File: src/bblur_pkg.sv
// ----------------------------------------------------------------------------
// bblur_pkg
// Shared constants, types and state codes of the 3x3 RGB box blur.
// ----------------------------------------------------------------------------
package bblur_pkg;

  localparam int PIX_BITS         = 8;    // channel width on the ports
  localparam int CH_MAX_BITS      = 16;   // widest internal channel
  localparam int NUM_CH           = 3;
  localparam int MAX_WIDTH_DEF    = 1024;
  localparam int CHANNEL_BITS_DEF = 8;

  localparam int CFG_IDX_BITS     = 2;
  localparam int CFG_DATA_BITS    = 16;
  localparam int WIDTH_REG_BITS   = 11;
  localparam int HEIGHT_REG_BITS  = 13;
  localparam int RESET_WIDTH      = 640;
  localparam int RESET_HEIGHT     = 480;

  localparam logic [CFG_IDX_BITS-1:0] REG_IMAGE_WIDTH  = CFG_IDX_BITS'(0);
  localparam logic [CFG_IDX_BITS-1:0] REG_IMAGE_HEIGHT = CFG_IDX_BITS'(1);

  // entries of the front-to-back queue, power of two
  localparam int QDEPTH = 2;

  // what the front found out about one item
  typedef struct packed {
    logic top_ok;   // row above the center is inside the frame
    logic bot_ok;   // row below the center is inside the frame
    logic emit_a;   // result for the column left of the current one
    logic emit_b;   // extra result for the last column of the row
    logic col0_ok;  // oldest window column is inside the frame
    logic col1_ok;  // middle window column is inside the frame
    logic eof_b;    // extra result is the frame's last pixel
  } op_flags_t;

  typedef enum logic [2:0] {
    ST_IDLE,
    ST_SHIFT,
    ST_COLSUM,
    ST_ACC,
    ST_MUL,
    ST_FIX,
    ST_OUT
  } back_state_t;

endpackage

File: src/bblur_queue.sv
// ----------------------------------------------------------------------------
// bblur_queue
// Short first-in first-out queue between the front and the back.
// ----------------------------------------------------------------------------
module bblur_queue #(
  parameter int W = 8
) (
  input  logic         clk,
  input  logic         rst_n,
  input  logic         push,
  input  logic [W-1:0] wdata,
  output logic         full,
  input  logic         pop,
  output logic [W-1:0] rdata,
  output logic         empty
);
  import bblur_pkg::*;

  localparam int PW = (QDEPTH > 1) ? $clog2(QDEPTH) : 1;
  localparam int NW = $clog2(QDEPTH + 1);

  logic [W-1:0]  mem_r [QDEPTH];
  logic [PW-1:0] wr_ptr_r, rd_ptr_r;
  logic [NW-1:0] count_r;

  assign full  = (count_r == NW'(QDEPTH));
  assign empty = (count_r == '0);
  assign rdata = mem_r[rd_ptr_r];

  always_ff @(posedge clk) begin
    if (push) begin
      mem_r[wr_ptr_r] <= wdata;
    end
  end

  always_ff @(posedge clk) begin
    if (!rst_n) begin
      wr_ptr_r <= '0;
      rd_ptr_r <= '0;
      count_r  <= '0;
    end else begin
      if (push) begin
        wr_ptr_r <= wr_ptr_r + PW'(1);
      end
      if (pop) begin
        rd_ptr_r <= rd_ptr_r + PW'(1);
      end
      if (push && !pop) begin
        count_r <= count_r + NW'(1);
      end else if (pop && !push) begin
        count_r <= count_r - NW'(1);
      end
    end
  end

endmodule

File: config.mk
export PLATFORM = sky130hd
export DESIGN_NAME = bblur_queue
export DESIGN_NICKNAME = d
export VERILOG_FILES = /design/src/bblur_pkg.sv /design/src/bblur_queue.sv
export SDC_FILE = /design/constraint.sdc
export NUM_CORES = 1
export LEC_CHECK = 0
export ABC_CLOCK_PERIOD_IN_PS = 1320
export BUFFER_PORTS_ARGS = -buffer_cell sky130_fd_sc_hd__buf_2
export CORE_MARGIN = 8
export CORE_UTILIZATION = 45
export CTS_CLUSTER_SIZE = 10
export DETAILED_ROUTE_END_ITERATION = 6
export GPL_ROUTABILITY_DRIVEN = 1
export PLACE_DENSITY_LB_ADDON = 0.2
export SYNTH_ARGS = -nofsm -noshare
export SYNTH_HDL_FRONTEND = slang
export SYNTH_SLANG_ARGS = --single-unit
File: constraint.sdc
create_clock -name clk -period 1.32 [get_ports clk]
set_input_delay 0.264 -clock clk [delete_from_list [all_inputs] [get_ports clk]]
set_output_delay 0.264 -clock clk [all_outputs]
set_load 0.1 [all_outputs]
After elaboration in Yosys (flattened, before gate mapping):

Memories as Yosys holds them, arrays and structs flattened. A register that Yosys moved wholly into a read port is not among the register bits.
Index checks and enable logic that the tools add are counted.

* bits in latches: 0
* logic and storage cells: 21
* bits in registers: 4
* memories kept: 1
* ROM bits: 0
* output and inout bits: 10
* bits in writable memories: 16
* input bits: 12

* shift-type cells: 0
* bitwise operators: 0
* $add $sub $neg: 4
* reduce and logical (&&, ||, !) cells: 6
* multiplexer cells: 6
* div/mod/pow operators: 0
* multipliers: 0
* equal/unequal tests: 1
* $lt $le $gt $ge: 0

Memory list
* mem_r: depth 2, width 8, read ports 1, clocked after Yosys merged registers in 1, wr ports 1, RTL line bblur_queue.sv:22 `logic [W-1:0] mem_r [QDEPTH];`

Operators with widths (number)
* 2-to-1 mux 1 bit: 4
* 2-to-1 mux 2 bit: 2
* adder 1 bit, second input constant: 2
* adder 2 x 1 -> 2 bit, second input constant: 1
* == test 2 bit, second input constant: 1
* logical AND 1 bit: 2
* zero test 1 bit: 2
* zero test 2 bit: 1
* nonzero test 2 bit: 1
* subtractor 2 x 1 -> 2 bit, second input constant: 1

Logic depth before layout (Yosys ltp):

* depth in word-level cells: 4
* gate-level depth with buffers: 5
* mapped depth without buffers: 5

Least setup slack after synthesis:

Ideal clock, no wire load.

* path type: register -> output
* start: register count_r[0]
* end: output empty
* stages on the path, launching flop included: 2
* slack: -541 ps
* path buffers: 0
* data arrival time: 1597 ps
* required time: 1056 ps
* path through: dfxtp_1 -> nor2_1

* cells in the longest elaborated chain, start to end: 1

Ends and longest elaborated chain
* from (decl): RTL line bblur_queue.sv:24 `logic [NW-1:0] count_r;`
* from (signal assigned): RTL line bblur_queue.sv:49 `count_r <= count_r + NW'(1);`
* from (signal assigned): RTL line bblur_queue.sv:51 `count_r <= count_r - NW'(1);`
* zero test 2 bit: RTL line bblur_queue.sv:27 `assign empty = (count_r == '0);`
* to (decl): RTL line bblur_queue.sv:15 `output logic empty`

No other way between the ends.

==> summary.txt <==
Status
  • Status: complete, but fails checks
  • Violated checks: negative setup slack

Synthesis
  • Area contributors post-synth: edfxtp_1 (60%), dfxtp_1 (13%), mux2_2 (11%)
  • Mapped cell area: 795 sq um
  • Most frequently used flop master after synthesis: edfxtp_1
  • Synth warn: 0
  • Syn Nets: 60
  • Syn Area/Cell: 16.9 sq um
  • Number of synthesized flops with an enable pin: 16
  • Most numerous cell in the Yosys netlist: edfxtp_1
  • Top-area cell type share of the netlist area: 0.605
  • Synthesized flop and latch total: 21
  • Cells after Synth: 47
  • Cell taking the most area after synthesis: edfxtp_1
  • Synth cell count leaders: edfxtp_1 (16), mux2_2 (8), dfxtp_1 (5)
  • Yosys cell types: 16
  • Post-synth ARST share: 0
  • Seq/Total Area, Yosys: 0.731

Global route
  • Tot GR Track Use: 0.0848
  • Vias in the first global route: 489
  • Initial antenna violation count: 0
  • Final global-route overflow total: 0
  • Largest net degree at the start of global routing: 12
  • First-pass GRT wire length: between 2000 and 2500 microns

Timing
  • Fin Clk Skew: roughly 0.0042 ns
  • Fmax: 660 MHz
  • Tcrit/Tclk final: 1.15
  • Slew Limit Fails: 0
  • Final setup viols: 9
  • Worst setup margin: -0.196 ns
  • Tmin final: 1.52 ns
  • Final hold vios: 0
  • Worst-Margin Slew: 0.395 ns
  • Relative slew slack: 0.737
  • RSZ-0062 raised after global routing: true

Placed design
  • Post-DP HPWL: ~1000 microns
  • I/O Buffers: 21
  • Placed Area: 991 sq um
  • Placed cells: 89
  • RePlAce Congestion: between 0.6 and 0.7

Critical path
  • Slowest stage cell on the critical path: dfxtp_2
  • WP data required: 1.06 ns
  • CP cell instances: buf_4, mux2_4, buf_12
  • Kind of critical path: flop to output port
  • Crit path DAT: 1.25 ns
  • Critical Path Source Type: flop
  • CP Capture Type: output port
  • Crit-path max FO: 3
  • Slowest stage delay, CP: 0.34 ns

Clocking
  • CTS sink count: 21
  • TritonCTS Buffers: 3
  • CTS max path bufs: 2
  • Worst skew pair latency: ~0.28 ns
  • CTS H-tree depth: 1
  • Worst-path clk slew: ~0.11 ns
  • Hold_buf cts: 0
  • CTS tree: yes
  • Clk root buf: clkbuf_4

Min path
  • Worst hold path class: input pin to flop

Detailed routing
  • Detail Route Antenna Nets: 0
  • DRC Markers: 0
  • Vias per cell: 4.82
  • Iteration-0 DRC Markers: 2
  • Drt wl/cell: 14.6 microns
  • Routed vias: 453
  • Drt first pass iters: 4
  • Detailed Route WL: approximately 1400 microns

Power
  • Peak supply drop: 0.00103 V
  • Sequential power share: 0.464
  • P_sw: 562 uW
  • Clk pwr share: 0.168
  • Combinational power share: 0.368
  • Total power: 1690 uW
  • Total power divided by cell area: 1420 nW/um^2
  • Leak pwr: 0.000495 uW
  • Internal power: 1130 uW
  • Sw Share: 0.333

Final layout
  • Antenna Cells: 0
  • Syn-to-layout area delta: 49.1%
  • Cell Count, Final, Fillers Out: 94
  • Final Net Count: 91
  • Post-layout util: 0.701
  • Share of cells above drive strength 1: 0.558
  • Fill count: 125
  • Layout Cell Area excl Fill: 1180 sq um

Floorplan
  • Die width: 58.0 microns
  • FP Rows: 15
  • Ports: 22
  • Chip Height: 58.0 microns
  • Core ar.: 1690 sq um
  • Initial Utilization: 0.470
  • Die ar.: 3370 sq um

Run
  • Max-cap violations: 0
==> what timing repair did <==
item,in CTS,in global routing
setup endpoints to repair,9,9
setup buffers,1,0
resized for setup,45,0
endpoints found under the hold margin,0,0
==> worst max-delay path: cells and delay by family (launching register included) <==
family,cells,cell delay [ns]
buffers and inverters,2,0.32
DFF,1,0.34
muxes,1,0.31
==> layout by cell type, fill, tap and decap left out, drive strengths merged <==
cell / n
buf: 27
xor2: 2
clkbuf: 4
dfxtp: 5
mux2: 8
nor2b: 2
xnor2: 1
a21boi: 1
inv: 1
nor2: 1
and2b: 1
edfxtp: 16
o21a: 1
or3: 1
and2: 4
ha: 1
o21ai: 1
==> power by group through the flow <==
stage | sequential, uW | clock (uW) | combinational (uW)
floorplan | 789 | 0 | 370
global placement | 795 | 0 | 493
detailed placement | 795 | 0 | 497
CTS | 783 | 295 | 623
global route | 788 | 321 | 641
finish | 783 | 284 | 621
==> flip-flops by register name, summed over array words and instances (netlist names), named ones only <==
register and cells:
mem_r 16, rd_ptr_r 1, wr_ptr_r 1, count_r 2
==> kinds of logic (layout without fill, tap and decap cells) <==
kind of cell,count (synthesis),after routing,share of synthesized area
xor+xnor,3,3,0.0331
flops,21,21,0.731
simple gates,9,9,0.0709
mux,8,8,0.113
compound gates,3,3,0.0252
buf+inv,2,32,0.0110
fa+ha+maj,1,1,0.0157
==> routing by layer <==
layer	track usage	wire length, microns
met1	0.0858	574
met2	0.148	703
met3	0.0397	86
met4	0.0315	6
met5	0	0
==> layout make-up <==
type                            instances  area (sq um)  share of cell area
Tap cell                               17          21.3              0.0180
Timing Repair Buffer                   27           304               0.257
Inverter                                1          3.75             0.00317
Multi-Input combinational cell         24           243               0.205
Sequential cell                        21           587               0.495
Clock buffer                            4          26.3              0.0222
==> path summary, 6_finish.rpt <==
kind	from	to	slack, ns	depth (start not counted)
max	flop	rdata[2]	-0.20	3
min	wdata[7]	mem_r[0][7]$_DFFE_PP_	0.16	1
max reg2reg	count_r[0]$_SDFFE_PN0P_	count_r[1]$_SDFFE_PN0P_	0.13	4
min reg2reg	count_r[1]$_SDFFE_PN0P_	count_r[1]$_SDFFE_PN0P_	0.54	2
==> per-stage QoR <==
stage / hold WS (ns) / setup TNS, ns / setup slack [ns]
2_1_floorplan: 0.363 / 0 / 0.0384
3_3_place_gp: 0.453 / -0.0234 / -0.00951
3_5_place_dp: 0.456 / -0.161 / -0.0474
4_1_cts: 0.151 / -1.67 / -0.214
5_1_grt: 0.132 / -2.05 / -0.253
6_report: 0.159 / -1.55 / -0.196
(Power assumes the default switching activity.)
