$ cat src/bblur_pkg.sv
// ----------------------------------------------------------------------------
// bblur_pkg
// Shared constants, types and state codes of the 3x3 RGB box blur.
// ----------------------------------------------------------------------------
package bblur_pkg;

  localparam int PIX_BITS         = 8;    // channel width on the ports
  localparam int CH_MAX_BITS      = 16;   // widest internal channel
  localparam int NUM_CH           = 3;
  localparam int MAX_WIDTH_DEF    = 1024;
  localparam int CHANNEL_BITS_DEF = 8;

  localparam int CFG_IDX_BITS     = 2;
  localparam int CFG_DATA_BITS    = 16;
  localparam int WIDTH_REG_BITS   = 11;
  localparam int HEIGHT_REG_BITS  = 13;
  localparam int RESET_WIDTH      = 640;
  localparam int RESET_HEIGHT     = 480;

  localparam logic [CFG_IDX_BITS-1:0] REG_IMAGE_WIDTH  = CFG_IDX_BITS'(0);
  localparam logic [CFG_IDX_BITS-1:0] REG_IMAGE_HEIGHT = CFG_IDX_BITS'(1);

  // entries of the front-to-back queue, power of two
  localparam int QDEPTH = 2;

  // what the front found out about one item
  typedef struct packed {
    logic top_ok;   // row above the center is inside the frame
    logic bot_ok;   // row below the center is inside the frame
    logic emit_a;   // result for the column left of the current one
    logic emit_b;   // extra result for the last column of the row
    logic col0_ok;  // oldest window column is inside the frame
    logic col1_ok;  // middle window column is inside the frame
    logic eof_b;    // extra result is the frame's last pixel
  } op_flags_t;

  typedef enum logic [2:0] {
    ST_IDLE,
    ST_SHIFT,
    ST_COLSUM,
    ST_ACC,
    ST_MUL,
    ST_FIX,
    ST_OUT
  } back_state_t;

endpackage

$ cat src/bblur_in_if.sv
// ----------------------------------------------------------------------------
// bblur_in_if
// Pixel input channel: command and three channel values.
// ----------------------------------------------------------------------------
interface bblur_in_if;
  import bblur_pkg::*;

  logic                valid;
  logic                ready;
  logic                cmd;
  logic [PIX_BITS-1:0] red_in;
  logic [PIX_BITS-1:0] green_in;
  logic [PIX_BITS-1:0] blue_in;

  modport source (output valid, cmd, red_in, green_in, blue_in, input ready);
  modport sink   (input valid, cmd, red_in, green_in, blue_in, output ready);
endinterface

$ cat src/bblur_cfg_if.sv
// ----------------------------------------------------------------------------
// bblur_cfg_if
// Register write channel: register index and write data.
// ----------------------------------------------------------------------------
interface bblur_cfg_if;
  import bblur_pkg::*;

  logic                     valid;
  logic                     ready;
  logic [CFG_IDX_BITS-1:0]  index;
  logic [CFG_DATA_BITS-1:0] data;

  modport source (output valid, index, data, input ready);
  modport sink   (input valid, index, data, output ready);
endinterface

$ cat src/bblur_front.sv
// ----------------------------------------------------------------------------
// bblur_front
// Accepts items, tracks column and row, classifies each item and pushes its
// work into the queue, bar stray drain items. Holds the frame size registers.
// ----------------------------------------------------------------------------
module bblur_front #(
  parameter int MAX_WIDTH    = bblur_pkg::MAX_WIDTH_DEF,
  parameter int CHANNEL_BITS = bblur_pkg::CHANNEL_BITS_DEF,
  parameter int CW           = (MAX_WIDTH > 1) ? $clog2(MAX_WIDTH) : 1
) (
  input  logic                                  clk,
  input  logic                                  rst_n,
  bblur_in_if.sink                              in_px,
  bblur_cfg_if.sink                             cfg_wr,
  input  logic                                  q_full,
  output logic                                  push,
  output bblur_pkg::op_flags_t                  push_flags,
  output logic [CW-1:0]                         push_col,
  output logic [bblur_pkg::NUM_CH*CHANNEL_BITS-1:0] push_pix
);
  import bblur_pkg::*;

  localparam int WW = $clog2(MAX_WIDTH + 1);
  localparam int RW = HEIGHT_REG_BITS;

  function automatic logic [WW-1:0] clamp_w(input logic [WIDTH_REG_BITS-1:0] v);
    logic [WW-1:0] res;
    if (v == '0) begin
      res = WW'(1);
    end else if (int'(v) > MAX_WIDTH) begin
      res = WW'(MAX_WIDTH);
    end else begin
      res = WW'(v);
    end
    return res;
  endfunction

  function automatic logic [RW-1:0] clamp_h(input logic [RW-1:0] v);
    return (v == '0) ? RW'(1) : v;
  endfunction

  logic [WW-1:0] eff_w_r, eff_w_nxt;
  logic [RW-1:0] eff_h_r, eff_h_nxt;
  logic [CW-1:0] col_r, col_nxt;
  logic [RW-1:0] row_r, row_nxt;

  logic          cfg_fire;
  logic          in_fire;
  logic          drain;
  logic          skip;
  logic [CW-1:0] col_eff;
  logic [CW:0]   col_ext;
  logic [CW:0]   col_inc;
  logic          at_end;
  logic [CH_MAX_BITS-1:0] red_ext, green_ext, blue_ext;

  assign cfg_wr.ready = 1'b1;
  assign in_px.ready  = !q_full;

  assign cfg_fire = cfg_wr.valid && cfg_wr.ready;
  assign in_fire  = in_px.valid && in_px.ready;

  assign drain   = (row_r >= eff_h_r);
  assign skip    = !drain && in_px.cmd;
  assign col_eff = (col_r >= eff_w_r) ? '0 : col_r;
  assign col_ext = (CW+1)'(col_eff);
  assign col_inc = col_ext + (CW+1)'(1);
  assign at_end  = (col_inc >= (CW+1)'(eff_w_r));

  // classify the item
  always_comb begin
    push_flags.top_ok  = (row_r >= RW'(2));
    push_flags.bot_ok  = !drain;
    push_flags.emit_a  = (row_r != '0) && (col_ext != '0);
    push_flags.emit_b  = (row_r != '0) && at_end;
    push_flags.col0_ok = (col_ext >= (CW+1)'(2));
    push_flags.col1_ok = (col_ext != '0);
    push_flags.eof_b   = drain;
  end

  assign red_ext   = CH_MAX_BITS'(in_px.red_in);
  assign green_ext = CH_MAX_BITS'(in_px.green_in);
  assign blue_ext  = CH_MAX_BITS'(in_px.blue_in);

  assign push     = in_fire && !skip;
  assign push_col = col_eff;
  assign push_pix = drain ? '0 : {red_ext[CHANNEL_BITS-1:0],
                                  green_ext[CHANNEL_BITS-1:0],
                                  blue_ext[CHANNEL_BITS-1:0]};

  always_comb begin
    eff_w_nxt = eff_w_r;
    eff_h_nxt = eff_h_r;
    col_nxt   = col_r;
    row_nxt   = row_r;
    if (cfg_fire) begin
      if (cfg_wr.index == REG_IMAGE_WIDTH) begin
        eff_w_nxt = clamp_w(cfg_wr.data[WIDTH_REG_BITS-1:0]);
        col_nxt   = '0;
        row_nxt   = '0;
      end else if (cfg_wr.index == REG_IMAGE_HEIGHT) begin
        eff_h_nxt = clamp_h(cfg_wr.data[RW-1:0]);
        col_nxt   = '0;
        row_nxt   = '0;
      end
    end else if (push) begin
      if (at_end) begin
        col_nxt = '0;
        row_nxt = drain ? '0 : row_r + RW'(1);
      end else begin
        col_nxt = col_inc[CW-1:0];
      end
    end
  end

  always_ff @(posedge clk) begin
    if (!rst_n) begin
      eff_w_r <= clamp_w(WIDTH_REG_BITS'(RESET_WIDTH));
      eff_h_r <= RW'(RESET_HEIGHT);
      col_r   <= '0;
      row_r   <= '0;
    end else begin
      eff_w_r <= eff_w_nxt;
      eff_h_r <= eff_h_nxt;
      col_r   <= col_nxt;
      row_r   <= row_nxt;
    end
  end

endmodule

$ cat src/flat_wrapper.sv
// flat-port wrapper written by rule: the top's interface ports become plain ports
module bblur_front_flat import bblur_pkg::*;
#(
  parameter int MAX_WIDTH    = bblur_pkg::MAX_WIDTH_DEF,
  parameter int CHANNEL_BITS = bblur_pkg::CHANNEL_BITS_DEF,
  parameter int CW           = (MAX_WIDTH > 1) ? $clog2(MAX_WIDTH) : 1
)
  (clk, rst_n, q_full, push, push_flags, push_col, push_pix, in_px_valid, in_px_cmd, in_px_red_in, in_px_green_in, in_px_blue_in, in_px_ready, cfg_wr_valid, cfg_wr_index, cfg_wr_data, cfg_wr_ready);
  bblur_in_if in_px_i ();
  bblur_cfg_if cfg_wr_i ();
  input  logic clk;
  input  logic rst_n;
  input  logic q_full;
  output logic push;
  output bblur_pkg::op_flags_t push_flags;
  output logic [CW-1:0] push_col;
  output logic [bblur_pkg::NUM_CH*CHANNEL_BITS-1:0] push_pix;
  input wire logic [$bits(in_px_i.valid)-1:0] in_px_valid;
  input wire logic [$bits(in_px_i.cmd)-1:0] in_px_cmd;
  input wire logic [$bits(in_px_i.red_in)-1:0] in_px_red_in;
  input wire logic [$bits(in_px_i.green_in)-1:0] in_px_green_in;
  input wire logic [$bits(in_px_i.blue_in)-1:0] in_px_blue_in;
  output wire logic [$bits(in_px_i.ready)-1:0] in_px_ready;
  input wire logic [$bits(cfg_wr_i.valid)-1:0] cfg_wr_valid;
  input wire logic [$bits(cfg_wr_i.index)-1:0] cfg_wr_index;
  input wire logic [$bits(cfg_wr_i.data)-1:0] cfg_wr_data;
  output wire logic [$bits(cfg_wr_i.ready)-1:0] cfg_wr_ready;
  assign in_px_i.valid = in_px_valid;
  assign in_px_i.cmd = in_px_cmd;
  assign in_px_i.red_in = in_px_red_in;
  assign in_px_i.green_in = in_px_green_in;
  assign in_px_i.blue_in = in_px_blue_in;
  assign in_px_ready = in_px_i.ready;
  assign cfg_wr_i.valid = cfg_wr_valid;
  assign cfg_wr_i.index = cfg_wr_index;
  assign cfg_wr_i.data = cfg_wr_data;
  assign cfg_wr_ready = cfg_wr_i.ready;
  bblur_front #(.MAX_WIDTH(MAX_WIDTH), .CHANNEL_BITS(CHANNEL_BITS), .CW(CW)) u_core (.clk(clk), .rst_n(rst_n), .in_px(in_px_i), .cfg_wr(cfg_wr_i), .q_full(q_full), .push(push), .push_flags(push_flags), .push_col(push_col), .push_pix(push_pix));
endmodule
$ cat config.mk
export PLATFORM = sky130hd
export DESIGN_NAME = bblur_front_flat
export DESIGN_NICKNAME = d
export VERILOG_FILES = /design/src/bblur_pkg.sv /design/src/bblur_in_if.sv /design/src/bblur_cfg_if.sv /design/src/bblur_front.sv /design/src/flat_wrapper.sv
export SDC_FILE = /design/constraint.sdc
export NUM_CORES = 1
export LEC_CHECK = 0
export ABC_AREA = 1
export BUFFER_PORTS_ARGS = -buffer_cell sky130_fd_sc_hd__clkbuf_2
export CORE_MARGIN = 2
export CORE_UTILIZATION = 40
export DETAILED_ROUTE_END_ITERATION = 10
export GPL_TIMING_DRIVEN = 0
export PLACE_DENSITY = 0.63
export SLEW_MARGIN = 20
export SYNTH_ARGS = -nofsm -noshare
export SYNTH_HDL_FRONTEND = slang
export SYNTH_SLANG_ARGS = --single-unit
$ cat constraint.sdc
create_clock -name clk -period 7.35 [get_ports clk]
set_clock_uncertainty 0.2 [all_clocks]
set_input_delay 0 -clock clk [delete_from_list [all_inputs] [get_ports clk]]
set_output_delay 0 -clock clk [all_outputs]
set_load 0.03 [all_outputs]
# [After elaboration in Yosys (flattened, before gate mapping)]
# Index checks and enable logic that the tools add are counted.
[classes] n_addsub=2 mul=0 n_div=0 magnitude_cmp=6 n_eq_ne=2 n_shift=0 mux=16 bitwise_logic=1 n_reduce_logical=19
[op_table] op="$mux 13" count=7
[op_table] op="$mux 10" count=6
[op_table] op="$mux 24" count=1
[op_table] op="$mux 11" count=2
[op_table] op="$add 13x1->13 const B" count=1
[op_table] op="$ge 13x13->1" count=1
[op_table] op="$ge 13x2->1 const B" count=1
[op_table] op="$logic_not 13->1" count=1
[op_table] op="$reduce_bool 13->1" count=1
[op_table] op="$add 10x1->11 const B" count=1
[op_table] op="$ge 10x11->1" count=1
[op_table] op="$ge 11x11->1" count=1
[op_table] op="$gt 11x11->1 const B" count=1
[op_table] op="$logic_not 11->1" count=1
[op_table] op="$reduce_bool 11->1" count=1
[op_table] op="$ge 10x2->1 const B" count=1
[op_table] op="$reduce_and 3->1" count=2
[op_table] op="$logic_and 1x1->1" count=5
[op_table] op="$reduce_and 2->1" count=2
[op_table] op="$reduce_bool 2->1" count=2
[op_table] op="$logic_not 1->1" count=3
[op_table] op="$ne 3x1->1 const B" count=1
[op_table] op="$eq 2x1->1 const B" count=1
[op_table] op="$logic_not 2->1" count=1
[op_table] op="$not 1->1" count=1
[totals] regBits=47 latch_bits=0 ram_bits=0 romBits=0 input_bits=48 wordCells=50 memories=0

# [Longest topological paths before layout]
[depth] depth_word=7 depth_mapped=32 depth_no_buf=31

# [Least setup slack after synthesis]
# Ideal clock, no wire load.
[synth_path] kind="flip-flop to flip-flop" startpoint="reg u_core.eff_w_r[6]" endpoint="reg u_core.col_r[8]" setup_time_ns=0.067 t_arrival_ns=4.016 path_slack_ns=3.067 path_stages_with_launch=25 n_path_buf=0 period_less_slack_ns=4.283 cell_sequence="dfxtp_1 -> inv_1 -> ha_1 -> nand2_1 -> inv_1 -> nand2_1 -> nand2_1 -> a21oi_4 -> nand2_4 -> nor2_1 -> ha_1 -> inv_1 -> nor3_4 -> nand3_1 -> and2_1 -> ha_1 -> a21oi_1 -> o21ai_0 -> a21oi_1 -> nand2_1 -> nor2_1 -> inv_1 -> nor2_2 -> nand3_1 -> a21oi_2"
[synth_via] elab_chain_cells=7
[synth_rtl] item="start, declared" line_no="bblur_front.sv:42" text="logic [WW-1:0] eff_w_r, eff_w_nxt;"
[synth_rtl] item="start signal, assigned" line_no="bblur_front.sv:118" text="eff_w_r <= clamp_w(WIDTH_REG_BITS'(RESET_WIDTH));"
[synth_rtl] item="start signal, assigned" line_no="bblur_front.sv:123" text="eff_w_r <= eff_w_nxt;"
[synth_rtl] item="$ge 10x11->1 (*)" line_no="bblur_front.sv:65" text="assign col_eff = (col_r >= eff_w_r) ? '0 : col_r;"
[synth_rtl] item="$mux 10 (*)" line_no="bblur_front.sv:65"
[synth_rtl] item="via push_col[0]" line_no="flat_wrapper.sv:16" text="output logic [CW-1:0] push_col;"
[synth_rtl] item="$add 10x1->11 (*)" line_no="bblur_front.sv:67" text="assign col_inc = col_ext + (CW+1)'(1);"
[synth_rtl] item="$ge 11x11->1" line_no="bblur_front.sv:68" text="assign at_end = (col_inc >= (CW+1)'(eff_w_r));"
[synth_rtl] item="$mux 10 (*)" line_no="bblur_front.sv:107" text="if (at_end) begin"
[synth_rtl] item="$mux 10 (*)" line_no="bblur_front.sv:106" text="end else if (push) begin"
[synth_rtl] item="$mux 10 (*)" line_no="bblur_front.sv:96" text="if (cfg_fire) begin"
[synth_rtl] item="end signal, assigned" line_no="bblur_front.sv:125" text="col_r <= col_nxt;"
[synth_rtl] item="end, declared" line_no="bblur_front.sv:44" text="logic [CW-1:0] col_r, col_nxt;"
# The timed path passes the listed nets; every way through them passes the cells marked *. The select of a mux whose other input is x is not followed.
# A chain may end at the register's enable or synchronous reset.

# [Final worst setup path]
[layout_path] startpoint="reg u_core.col_r[6]" endpoint="reg u_core.col_r[8]"
[layout_via] elab_chain_cells=7
[layout_rtl] item="$ge 10x11->1" line_no="bblur_front.sv:65"
[layout_rtl] item="$mux 10 (*)" line_no="bblur_front.sv:65"
[layout_rtl] item="$add 10x1->11 (*)" line_no="bblur_front.sv:67"
[layout_rtl] item="$ge 11x11->1" line_no="bblur_front.sv:68"
[layout_rtl] item="$mux 10 (*)" line_no="bblur_front.sv:107"
[layout_rtl] item="$mux 10 (*)" line_no="bblur_front.sv:106"
[layout_rtl] item="$mux 10 (*)" line_no="bblur_front.sv:96"
# Mark *: on every way between the ends. The rest lies on a longest branch, timed or not. The select of a mux whose other input is x is not followed.

==> summary.md <==
| Metric | Value |
|---|---|
| WL met1 | 4460 um |
| Worst setup path start | u_core.col_r[6]$_SDFFE_PN0P_ |
| Crit. End Element | register |
| Drt pass-1 iters | 4 |
| Synth Warn # | 0 |
| Total of max-cap violations | 0 |
| Pwr/cell area | 149 nW/um2 |
| Row count | 35 |
| Cell Area, Synth | 3700 um2 |
| Vias/cell | 4.88 |
| Share of cells above drive strength 1 | 20.1% |
| Clock share of power | 29.8% |
| Critical path arrival | 4760 ps |
| Die Height | 100 um |
| Reg-to-reg slack, setup | 2630 ps |
| Peak VDD IR | 0.0878 mV |
| Crit-path max FO | 10 |
| Area leader, netlist | dfxtp_1 |
| Slew HR | 54.6% |
| Internal power | 0.000435 W |
| RSZ-0062 raised after global routing | false |
| Post-synthesis sequential area ratio | 25.4% |
| Mapped Cells | 574 |
| Synthesized area per cell | 6.45 um2 |
| DR DRC count | 0 |
| Overall power | 0.000682 W |
| First-pass GRT wire length | 16500 um |
| Leakage | 2.53 nW |
| Via count | 3897 |
| Setup Fix Bufs, Post-CTS | 0 |
| Flops & latches, synth | 47 |
| Largest net degree at the start of global routing | 17 |
| CP Launch Type | register |
| Initial core utilization | 40.7% |
| Antenna cells | 0 |
| Period utilisation layout | 64.2% |
| Cts hold-fix bufs | 19 |
| Post-Synthesis Net Count | 662 |
| Post-Layout Cell Count | 799 |
| Reg2Reg Launch Point | u_core.col_r[6]$_SDFFE_PN0P_ |
| Hold path start | q_full |
| Crit-path cells | ha_1 -> nand2_1 -> inv_1 -> nand2_1 -> nand2_1 -> a21oi_4 -> nand2_4 -> nor2_1 -> ha_1 -> inv_1 -> nor3_4 -> nand2_2 -> nor4_1 -> ha_1 -> a21oi_1 -> o21ai_1 -> a21oi_1 -> nand2_1 -> nor2_1 -> inv_1 -> nor2_2 -> nand3_1 -> a21oi_2 |
| Hold crit path type | primary input to register |
| Worst path most repeated cell | nand2_1 |
| RD Place Congestion | 0.896 |
| DRT Wirelength | 9930 um |
| Antenna viol nets, final | 0 |
| Pre-CTS setup slack | 2620 ps |
| CORE AREA | 9110 um2 |
| Die X-Extent | 100 um |
| WP data required | 7390 ps |
| Clock buffer depth | 2 |
| Combinational Power Share | 29.8% |
| Clock slew at reported path FFs | 100 ps |
| Fin nets | 775 |
| Slowest stage delay, CP | 430 ps |
| Die ar. | 10000 um2 |
| P_sw | 0.000246 W |
| 1st-iter DRT viols | 144 |
| Distinct cells, synth | 38 |
| Max Clk Rate | 212 MHz |
| Yosys top cell area share | 25.4% |
| IO buf count | 87 |
| Initial antenna violation count | 0 |
| Worst Slack Setup Final | 2630 ps |
| Post-CTS sizing | 0 |
| Wire per inst | 12.4 um |
| IO Pins | 92 |
| Switching share of power | 36.1% |
| Synth-to-layout area growth | 23.8% |
| Htree depth | 2 |
| Top post-synthesis cells by area | dfxtp_1 (25%), ha_1 (14%), inv_1 (11%) |
| Grt ovf | 0 |
| CTS buffer count | 5 |
| Clk_lat worst skew | 310 ps |
| Hold WS | 82.7 ps |
| Met2 WL | 4760 um |
| Outcome | completed |
| Slew Limit Fails | 0 |
| HPWL Detailed | 8030 um |
| Worst setup path class | register to register |
| Dpl cells | 772 |
| WL met3 | 436 um |
| Vias in the first global route | 3647 |
| Transition time of the tightest slew-check pin | 675 ps |
| TritonCTS clock tree | built |
| Tmin final | 4720 ps |
| Total Routing Usage GR | 20.4% |
| Final Hold Viols | 0 |
| Setup violators final | 0 |
| Sequential power share | 40.3% |
| Max stage delay cell, worst path | dfxtp_1 |
| Setup TNS | 0 ps |
| Clk sink count | 47 |
| Clock root cell | clkbuf_8 |
| Top sig layer | met4 |
[final timing paths]
path	to	cells past startpoint
max	u_core.col_r[8]$_SDFFE_PN0P_	23
min	u_core.col_r[0]$_SDFFE_PN0P_	6
max reg2reg	u_core.col_r[8]$_SDFFE_PN0P_	23
min reg2reg	u_core.eff_w_r[8]$_SDFFE_PN0P_	2
[cells in the final DEF, fill, tap and decap left out, types with 6 or more instances in the layout]
cell / count
a21oi_1: 42
clkbuf_1: 6
clkbuf_2: 87
dfxtp_1: 47
dlygate4sd3_1: 19
ha_1: 40
inv_1: 106
inv_2: 12
nand2_1: 93
nand3_1: 34
nand4_1: 16
nor2_1: 82
nor3_1: 10
o21ai_0: 18
o21ai_1: 8
xor2_1: 10
[kinds of logic after synthesis]
| family | count (synthesis) | share of synthesized area [%] |
|---|---|---|
| adder cells (fa/ha/maj) | 40 | 13.5 |
| buffers and inverters | 133 | 14.0 |
| AO/OA/AOI/OAI | 81 | 12.2 |
| XOR/XNOR | 10 | 2.36 |
| AND/OR/NAND/NOR | 262 | 32.4 |
| flip-flops | 47 | 25.4 |
| other | 1 | 0.101 |
[stage by stage]
stage                     utilization (%)  instance area [um2]
after global routing                 50.3                 4590
after global placement               47.0                 4280
after floorplan                         -                 3700
after detailed placement             47.0                 4280
after CTS                            50.3                 4590
final                                50.3                 4590
[cell usage after synthesis, drive strengths merged]
cell type and number:
xor2 10, nor3 13, nand4 18, nor4 2, nor3b 1, inv 118, clkinv 1, o211ai 3
ha 40, o21ai 26, a21oi 48, and3 2, nand3b 1, nor2 87, clkbuf 6, nand2 99
and2 3, conb 1, a211oi 3, a31oi 1, buf 8, dfxtp 47, nand3 36
[routing by layer]
metal	global-route usage (%)	vias up
met2	35.5	100
met1	25.4	1731
met3	2.37	15
met5	0	-
li1	-	2051
met4	8.64	0
[sequential cells by signal, summed over array words and instances (netlist names)]
register and flops:
u_core.col_r 10, u_core.eff_h_r 13, u_core.eff_w_r 11, u_core.row_r 13
[critical path, delay by kind of cell (launching register included)]
| family | cells | cell delay (ps) |
|---|---|---|
| fa+ha+maj | 3 | 910 |
| compound gates | 5 | 820 |
| simple gates | 12 | 2090 |
| buf+inv | 3 | 210 |
| flops | 1 | 430 |
[power groups by stage]
stage	clock network, W	registers [W]	logic [W]
after global placement	0	0.000281	0.000192
after CTS	0.000209	0.000275	0.000205
after detailed placement	0	0.000281	0.000196
after global routing	0.000217	0.000277	0.000225
final	0.000203	0.000275	0.000203
after floorplan	0	0.000278	0.000136
[final cells by class]
| cell class | count | area (um2) |
|---|---|---|
| Multi-Input combinational cell | 394 | 2240 |
| Tap cell | 111 | 139 |
| Clock buffer | 5 | 68.8 |
| Buffer | 14 | 72.6 |
| Fill cell | 937 | 4520 |
| Inverter | 119 | 447 |
| Sequential cell | 47 | 941 |
| Clock inverter | 3 | 47.5 |
| Timing Repair Buffer | 106 | 626 |
Note: power is estimated with default switching activity, not from simulation.
